`src/design/srrip_pkg.sv`:
```
package srrip_pkg;

  localparam logic OP_VICTIM = 1'b0;
  localparam logic OP_UPDATE = 1'b1;

  localparam logic [1:0] RRPV_MAX  = 2'd3;
  localparam logic [1:0] RRPV_FILL = 2'd2;
  localparam logic [1:0] RRPV_HIT  = 2'd0;

  localparam int SET_IDX_W = 6;
  localparam int WAY_IDX_W = 4;

  typedef struct packed {
    logic                 opcode;
    logic [SET_IDX_W-1:0] set_index;
    logic [WAY_IDX_W-1:0] way;
    logic                 hit;
  } req_t;

  typedef struct packed {
    logic [WAY_IDX_W-1:0] victim_way;
    logic                 was_empty;
  } rsp_t;

  typedef struct packed {
    logic wr_en;
    logic rsp_valid;
  } row_ctl_t;

  typedef enum logic [1:0] {
    S_CLEAR,
    S_IDLE,
    S_READ
  } state_t;

endpackage

```
`src/design/srrip_replacement_unit.sv`:
```
// SRRIP replacement state for a set-associative cache.
// A transaction is taken on the rising edge where start is high and busy is
// low; req carries opcode, set_index, way and hit. A victim request
// (opcode 0) returns the lowest empty way of the set, or else ages the set
// so that some way reaches 3 and returns the lowest such way. An update
// (opcode 1) writes 0 (hit) or 2 (fill) to one way and marks it used; it
// gives no result, and an update to a way of NUM_WAYS or above is dropped.
// Each set is one row of a single-port-write memory with a registered read.
// A transaction reads its row in the accept cycle, the row is searched,
// aged and written back in the next, so busy is high for one cycle and no
// new transaction is taken until the row has been written back.
// A victim result shows on rsp with done high for exactly one cycle, from
// the edge after the accept edge. The receiver cannot stall; it must take
// the result then.
// After reset the unit walks the memory marking every way empty, one set
// per cycle: busy stays high until the last set has been written.
module srrip_replacement_unit import srrip_pkg::*; #(
  parameter int NUM_SETS = 64,
  parameter int NUM_WAYS = 16
) (
  input  logic clk,
  input  logic rst,
  input  logic start,
  output logic busy,
  input  req_t req,
  output logic done,
  output rsp_t rsp
);

  localparam int SET_W = (NUM_SETS > 1) ? $clog2(NUM_SETS) : 1;
  localparam int ROW_W = 3 * NUM_WAYS;
  localparam int SET_IN_N = 1 << SET_IDX_W;

  state_t state;
  state_t state_next;

  logic [SET_W-1:0] clr_addr;
  logic [SET_W-1:0] addr_q;
  req_t             req_q;

  logic [SET_W-1:0] set_map [SET_IN_N];
  logic             accept;

  logic             mem_wr_en;
  logic [SET_W-1:0] mem_wr_addr;
  logic [ROW_W-1:0] mem_wr_data;
  logic [ROW_W-1:0] mem_rd_data;

  logic [NUM_WAYS-1:0][1:0] row_rrpv;
  logic [NUM_WAYS-1:0]      row_empty;
  logic [NUM_WAYS-1:0][1:0] rrpv_next;
  logic [NUM_WAYS-1:0]      empty_next;
  row_ctl_t                 ctl;
  rsp_t                     rsp_next;

  // set index wraps modulo the set count
  for (genvar i = 0; i < SET_IN_N; i++) begin : g_set_map
    assign set_map[i] = SET_W'(i % NUM_SETS);
  end

  assign accept = start && (state == S_IDLE);
  assign busy   = (state != S_IDLE);

  always_ff @(posedge clk) begin
    if (rst) begin
      state <= S_CLEAR;
    end else begin
      state <= state_next;
    end
  end

  always_comb begin
    state_next = state;
    unique case (state)
      S_CLEAR: begin
        if (clr_addr == SET_W'(NUM_SETS - 1)) begin
          state_next = S_IDLE;
        end
      end
      S_IDLE: begin
        if (start) begin
          state_next = S_READ;
        end
      end
      S_READ: begin
        state_next = S_IDLE;
      end
      default: begin
        state_next = S_IDLE;
      end
    endcase
  end

  always_ff @(posedge clk) begin
    if (rst) begin
      clr_addr <= '0;
    end else if (state == S_CLEAR) begin
      clr_addr <= clr_addr + SET_W'(1);
    end
  end

  always_ff @(posedge clk) begin
    if (accept) begin
      req_q  <= req;
      addr_q <= set_map[req.set_index];
    end
  end

  assign row_rrpv  = mem_rd_data[2*NUM_WAYS-1:0];
  assign row_empty = mem_rd_data[ROW_W-1:2*NUM_WAYS];

  srrip_set_logic #(
    .NUM_WAYS (NUM_WAYS)
  ) u_set_logic (
    .req        (req_q),
    .rrpv       (row_rrpv),
    .empty      (row_empty),
    .rrpv_next  (rrpv_next),
    .empty_next (empty_next),
    .ctl        (ctl),
    .rsp        (rsp_next)
  );

  always_comb begin
    if (state == S_CLEAR) begin
      mem_wr_en   = 1'b1;
      mem_wr_addr = clr_addr;
      mem_wr_data = {{NUM_WAYS{1'b1}}, {(2*NUM_WAYS){1'b0}}};
    end else begin
      mem_wr_en   = (state == S_READ) && ctl.wr_en;
      mem_wr_addr = addr_q;
      mem_wr_data = {empty_next, rrpv_next};
    end
  end

  srrip_row_mem #(
    .DEPTH (NUM_SETS),
    .WIDTH (ROW_W)
  ) u_row_mem (
    .clk     (clk),
    .rd_en   (accept),
    .rd_addr (set_map[req.set_index]),
    .rd_data (mem_rd_data),
    .wr_en   (mem_wr_en),
    .wr_addr (mem_wr_addr),
    .wr_data (mem_wr_data)
  );

  always_ff @(posedge clk) begin
    if (rst) begin
      done <= 1'b0;
    end else begin
      done <= (state == S_READ) && ctl.rsp_valid;
    end
  end

  always_ff @(posedge clk) begin
    if ((state == S_READ) && ctl.rsp_valid) begin
      rsp <= rsp_next;
    end
  end

`ifndef SYNTHESIS
  a_done_after_read: assert property (@(posedge clk) disable iff (rst)
    done |-> $past(state == S_READ))
    else $error("result strobe without a row read");

  a_busy_after_accept: assert property (@(posedge clk) disable iff (rst)
    (start && !busy) |=> busy)
    else $error("transaction accepted but busy not raised");

  a_clear_ends: assert property (@(posedge clk) disable iff (rst)
    (state == S_CLEAR && clr_addr == SET_W'(NUM_SETS - 1)) |=> (state == S_IDLE))
    else $error("clearing pass did not end at the last set");

  a_no_idle_write: assert property (@(posedge clk) disable iff (rst)
    (state == S_IDLE) |-> !mem_wr_en)
    else $error("memory written while idle");
`endif

endmodule

```
`src/design/srrip_row_mem.sv`:
```
module srrip_row_mem #(
  parameter int DEPTH = 64,
  parameter int WIDTH = 48,
  localparam int AW = (DEPTH > 1) ? $clog2(DEPTH) : 1
) (
  input  logic             clk,
  input  logic             rd_en,
  input  logic [AW-1:0]    rd_addr,
  output logic [WIDTH-1:0] rd_data,
  input  logic             wr_en,
  input  logic [AW-1:0]    wr_addr,
  input  logic [WIDTH-1:0] wr_data
);

  logic [WIDTH-1:0] mem [DEPTH];

  always_ff @(posedge clk) begin
    if (wr_en) begin
      mem[wr_addr] <= wr_data;
    end
  end

  always_ff @(posedge clk) begin
    if (rd_en) begin
      rd_data <= mem[rd_addr];
    end
  end

endmodule

```
`src/design/srrip_set_logic.sv`:
```
module srrip_set_logic import srrip_pkg::*; #(
  parameter int NUM_WAYS = 16
) (
  input  req_t                      req,
  input  logic [NUM_WAYS-1:0][1:0]  rrpv,
  input  logic [NUM_WAYS-1:0]       empty,
  output logic [NUM_WAYS-1:0][1:0]  rrpv_next,
  output logic [NUM_WAYS-1:0]       empty_next,
  output row_ctl_t                  ctl,
  output rsp_t                      rsp
);

  localparam int WAY_W = (NUM_WAYS > 1) ? $clog2(NUM_WAYS) : 1;

  logic                      way_ok;
  logic                      any_empty;
  logic                      any_hi;
  logic                      any_lo;
  logic                      any_max;
  logic [1:0]                top;
  logic [1:0]                age;
  logic [NUM_WAYS-1:0][1:0]  aged;
  logic [WAY_W-1:0]          first_empty;
  logic [WAY_W-1:0]          first_max;

  assign way_ok    = ({28'd0, req.way} < 32'(NUM_WAYS));
  assign any_empty = |empty;

  // largest value of the set from three or-reductions
  always_comb begin
    any_hi  = 1'b0;
    any_lo  = 1'b0;
    any_max = 1'b0;
    for (int w = 0; w < NUM_WAYS; w++) begin
      any_hi  = any_hi | rrpv[w][1];
      any_lo  = any_lo | rrpv[w][0];
      any_max = any_max | (rrpv[w] == RRPV_MAX);
    end
  end

  assign top = {any_hi, any_hi ? any_max : any_lo};
  assign age = RRPV_MAX - top;

  always_comb begin
    for (int w = 0; w < NUM_WAYS; w++) begin
      aged[w] = rrpv[w] + age;
    end
  end

  // lowest-numbered match wins
  always_comb begin
    first_empty = '0;
    first_max   = '0;
    for (int w = NUM_WAYS - 1; w >= 0; w--) begin
      if (empty[w]) begin
        first_empty = WAY_W'(w);
      end
      if (aged[w] == RRPV_MAX) begin
        first_max = WAY_W'(w);
      end
    end
  end

  always_comb begin
    rrpv_next  = rrpv;
    empty_next = empty;
    ctl        = '0;
    rsp        = '0;
    if (req.opcode == OP_UPDATE) begin
      ctl.wr_en = way_ok;
      for (int w = 0; w < NUM_WAYS; w++) begin
        if ({28'd0, req.way} == 32'(w)) begin
          rrpv_next[w]  = req.hit ? RRPV_HIT : RRPV_FILL;
          empty_next[w] = 1'b0;
        end
      end
    end else if (any_empty) begin
      ctl.rsp_valid  = 1'b1;
      rsp.victim_way = WAY_IDX_W'(first_empty);
      rsp.was_empty  = 1'b1;
    end else begin
      ctl.wr_en      = 1'b1;
      ctl.rsp_valid  = 1'b1;
      rrpv_next      = aged;
      rsp.victim_way = WAY_IDX_W'(first_max);
      rsp.was_empty  = 1'b0;
    end
  end

endmodule
```
`config.mk`:
```
export PLATFORM = sky130hd
export DESIGN_NAME = srrip_replacement_unit
export DESIGN_NICKNAME = d
export VERILOG_FILES = /design/src/design/srrip_pkg.sv /design/src/design/srrip_replacement_unit.sv /design/src/design/srrip_row_mem.sv /design/src/design/srrip_set_logic.sv
export SDC_FILE = /design/constraint.sdc
export NUM_CORES = 2
export LEC_CHECK = 0
export BUFFER_PORTS_ARGS = -buffer_cell sky130_fd_sc_hd__buf_2
export CORE_MARGIN = 2
export CORE_UTILIZATION = 65
export CTS_CLUSTER_DIAMETER = 120
export DETAILED_ROUTE_END_ITERATION = 10
export MAX_ROUTING_LAYER = met4
export PLACE_DENSITY = 0.81
export SYNTH_ARGS = -nofsm -noshare
export SYNTH_HDL_FRONTEND = slang
export SYNTH_HIERARCHICAL = 1
export SYNTH_SLANG_ARGS = --single-unit
export TNS_END_PERCENT = 1
```
`constraint.sdc`:
```
create_clock -name clk -period 9.2 [get_ports clk]
set_input_delay 0 -clock clk [delete_from_list [all_inputs] [get_ports clk]]
set_output_delay 0 -clock clk [all_outputs]
set_load 0.01 [all_outputs]
```
==> metrics.txt <==
post-synthesis mux area share=0.147; VDD IR max=0.182 mV; initial antenna violation count=28; DRC violations left=0; failing checks=antenna rules, capacitance limit, slew limit; Area Overhead vs Synth=11.3%; Fmax=around 170 MHz; CTS Buffer Depth=4; DR vias=between 60k and 70k; asr flop ratio synth=0; max-slew violations=2; Critical Path AT=~6400 ps; initial DRC count=12.5k; height of the die=436 µm; IO Pins=22; vias in the first global route=about 64k; Syn Std Cell Area=roughly 120000 µm²; syn_nets=~5.5k; status=finished with violations; post-CTS resize count=0; startpoint types=flip-flop; Adder-Cell Fraction of Synth Area=0.00175; Rows=158; Post-Syn Instances=around 5.5k; min-delay src=req[8]; PD cells=216 nW/µm²; Netlist cell types=70; xor/xnor share of the synthesized area=0.00130; MaxCap Viol Count=1; Reg2Reg Setup Slack=roughly 3400 ps; hold depth=2; Max-Slew Margin vs Limit=-0.00849; RSZ-0062 raised after global routing=false; HP Class=primary input to flip-flop; Worst Hold End=addr_q[3]; Seq/Total Area, Yosys=0.778; Hold Worst Slack=roughly 130 ps; reg2reg end=u_row_mem/mem[38][21]; syn avg cell area=around 22 µm²; final wirelength=around 350 mm; prevailing post-synth register cell=edfxtp_1; clock latency on the worst-skew pair=approximately 960 ps; layout cells sized above 1=0.256; root buffer cell=clkbuf_16; First-pass DRT Iterations=8; endpoints failing setup=0; Final HPWL DP=about 180 mm; Post-layout nets=between 5k and 6k; Req. time, crit path=9770 ps; H-tree levels=5; Clk pin slew, worst setup/hold paths=about 60 ps; WL/cell=around 42 µm; DR vias/cell=7.57; Post-synth EDFFs=~3.1k; largest net degree at the start of global routing=107; number of cell instances on the worst register-to-register path=10; main combinational cell family by area after synthesis=multiplexers; final period utilization=0.633; ANT nets after route=1; TritonCTS buffer count=314; Synth Area in Compound Gates=0.0352; final hold vios=0; CTS tree=yes; Die Wd=436 µm; first-pass GRT wire length=~490 mm; gpl congestion=around 1.0; final total negative setup slack=0 ps; worst r2r src=u_row_mem/rd_data[41]; CTS Sinks=3146; # Post-CTS Setup Buffers=0; gr ovfl total=0; P_leak=between 40 and 50 nW; Yosys warning total=6; total track usage=0.387; critical path class=flip-flop to flip-flop; slew of the pin with the lowest slew margin=approximately 1500 ps; CP Max Fanout=27; Initial Utilization=0.654; clock skew=approximately 50 ps; crit end category=flip-flop; Core Footprint=around 190000 µm²; fin crit period=a little under 6000 ps; Post-Synth Simple-Gate Area=0.0225; Core Util, Final=0.728; DIE AREA=around 190000 µm²; Seq cells post-synth=around 3.1k; PortBufs=21
## cells in the mapped netlist, types with 3 or more instances
cell type     n  area, µm²
o32a_1        5       50.1
o22ai_1     123        769
or2_1         3       18.8
mux2i_1      66        661
o221ai_1     28        245
or3b_2        4       35.0
buf_1        13       48.8
a31o_2        6       52.6
edfxtp_1   3137      94200
o211ai_1      6       45.0
and2_1       19        119
and3_1        5       31.3
buf_6        13        146
nand3b_1     19        143
nor2_1      169        634
a211oi_1     36        270
and3b_1       3       26.3
nand2b_1     18        113
or2_2        17        106
a22o_1       58        508
mux2_2       21        236
nor4_1       15       93.8
o21ai_0       9       45.0
a31oi_1       8       50.1
mux4_2      754      17000
o211a_1       3       30.0
a21oi_1      92        460
a311oi_1     16        140
nand4_1      14       87.6
clkbuf_1    112        420
buf_2       101        505
inv_1        15       56.3
ha_1         17        213
xnor2_1      18        158
nor3_1       22        110
dfxtp_1       9        180
buf_4        63        473
nor2b_1      63        394
a22oi_1      78        586
or3_1         8       50.1
o2111ai_1     3       26.3
nand3_1      31        155
a221oi_1     91        797
nand2_1     127        477
## area by class of cell
class	instances	area, µm²
antenna	25	62.6
clock buffer	391	8320
clock inverter	142	1170
fill	9662	50500
inverter	15	56.3
multi-input combinational	2007	26100
sequential	3146	94400
tap	2480	3100
timing repair buffer	219	1790
## worst max-delay path, cell delays in order (launching register included)
cell	delay, ps
edfxtp_1	430
nor4_1	680
nand4_1	420
and2_1	310
inv_1	120
inv_1	60
a21oi_1	520
nor2b_1	320
nand3_1	840
nor2_4	1200
buf_4	530
## cells in the final DEF, fill, tap and decap left out, types with 9 or more instances in the layout
cell	count
edfxtp_1	3137
mux4_2	754
clkbuf_16	322
buf_4	167
nand2_1	126
o22ai_1	123
nor2_1	103
a21oi_1	91
a221oi_1	91
a22oi_1	78
clkinv_1	72
clkbuf_1	69
mux2i_1	66
nor2_4	65
a22o_1	58
clkinv_2	37
a211oi_1	36
nor2b_4	35
nand3_1	31
nor2b_1	28
o221ai_1	28
diode_2	25
dlygate4sd3_1	22
mux2_2	21
nor3_1	20
bufinv_16	20
nand3b_1	19
nand2b_1	18
xnor2_1	18
buf_2	18
and2_1	18
ha_1	17
inv_1	15
nor4_1	15
or2_2	14
nand4_1	14
a311oi_1	12
buf_12	10
dfxtp_1	9
## report_power, final
part | switching (mW) | total (mW) | internal, mW
clock network | 5.32 | 12.3 | 6.94
registers | 0.0200 | 15.6 | 15.6
logic | 0.821 | 1.26 | 0.442
## repair_timing
action | in CTS | in global routing
hold endpoints to repair | 35 | 0
hold buffers | 22 | 0
endpoints found under the setup margin | 0 | 0
## state kept, by name, indices dropped and copies added (netlist names)
signal / count
clr_addr: 6
done: 1
req_q: 6
u_row_mem/rd_data: 48
rsp: 5
state: 2
addr_q: 6
u_row_mem/mem: 3072
## logic make-up after synthesis
family | after synthesis
flip-flops | 3146
multiplexers | 841
AO/OA/AOI/OAI | 581
AND/OR/NAND/NOR | 550
buffers and inverters | 320
XOR/XNOR | 18
adder cells (fa/ha/maj) | 17
## metal layers
layer / wire [µm] / part of all wire / up-vias / track usage
met4: 22900 / 0.065 / 0 / 0.203
met2: 165000 / 0.47 / 6248 / 0.571
li1: - / - / 23866 / -
met1: 111000 / 0.31 / 32555 / 0.496
met5: 0 / 0 / - / -
met3: 53200 / 0.15 / 1131 / 0.112
## how the worst max path moves through the flow
stage	from	end
final	u_row_mem/rd_data[41]	u_row_mem/mem[38][21]
after global routing	u_row_mem/rd_data[40]	u_row_mem/mem[38][21]
after CTS	u_row_mem/rd_data[40]	u_row_mem/mem[38][21]
after detailed placement	u_row_mem/rd_data[41]	u_row_mem/mem[38][12]
after global placement	u_row_mem/rd_data[37]	u_row_mem/mem[38][21]
after floorplan	u_row_mem/rd_data[11]	u_row_mem/mem[0][11]
## through the flow
step	area (µm²)	setup WS, ps	total power, mW	instances
after floorplan	121000	3150	16.7	5473
after global placement	125000	3840	17.1	7844
after detailed placement	125000	3760	17.1	7844
after CTS	135000	3690	29.2	8399
after global routing	135000	3370	29.7	8415
final	135000	3370	29.1	8425
No activity file was read; power rests on OpenSTA's default activity.
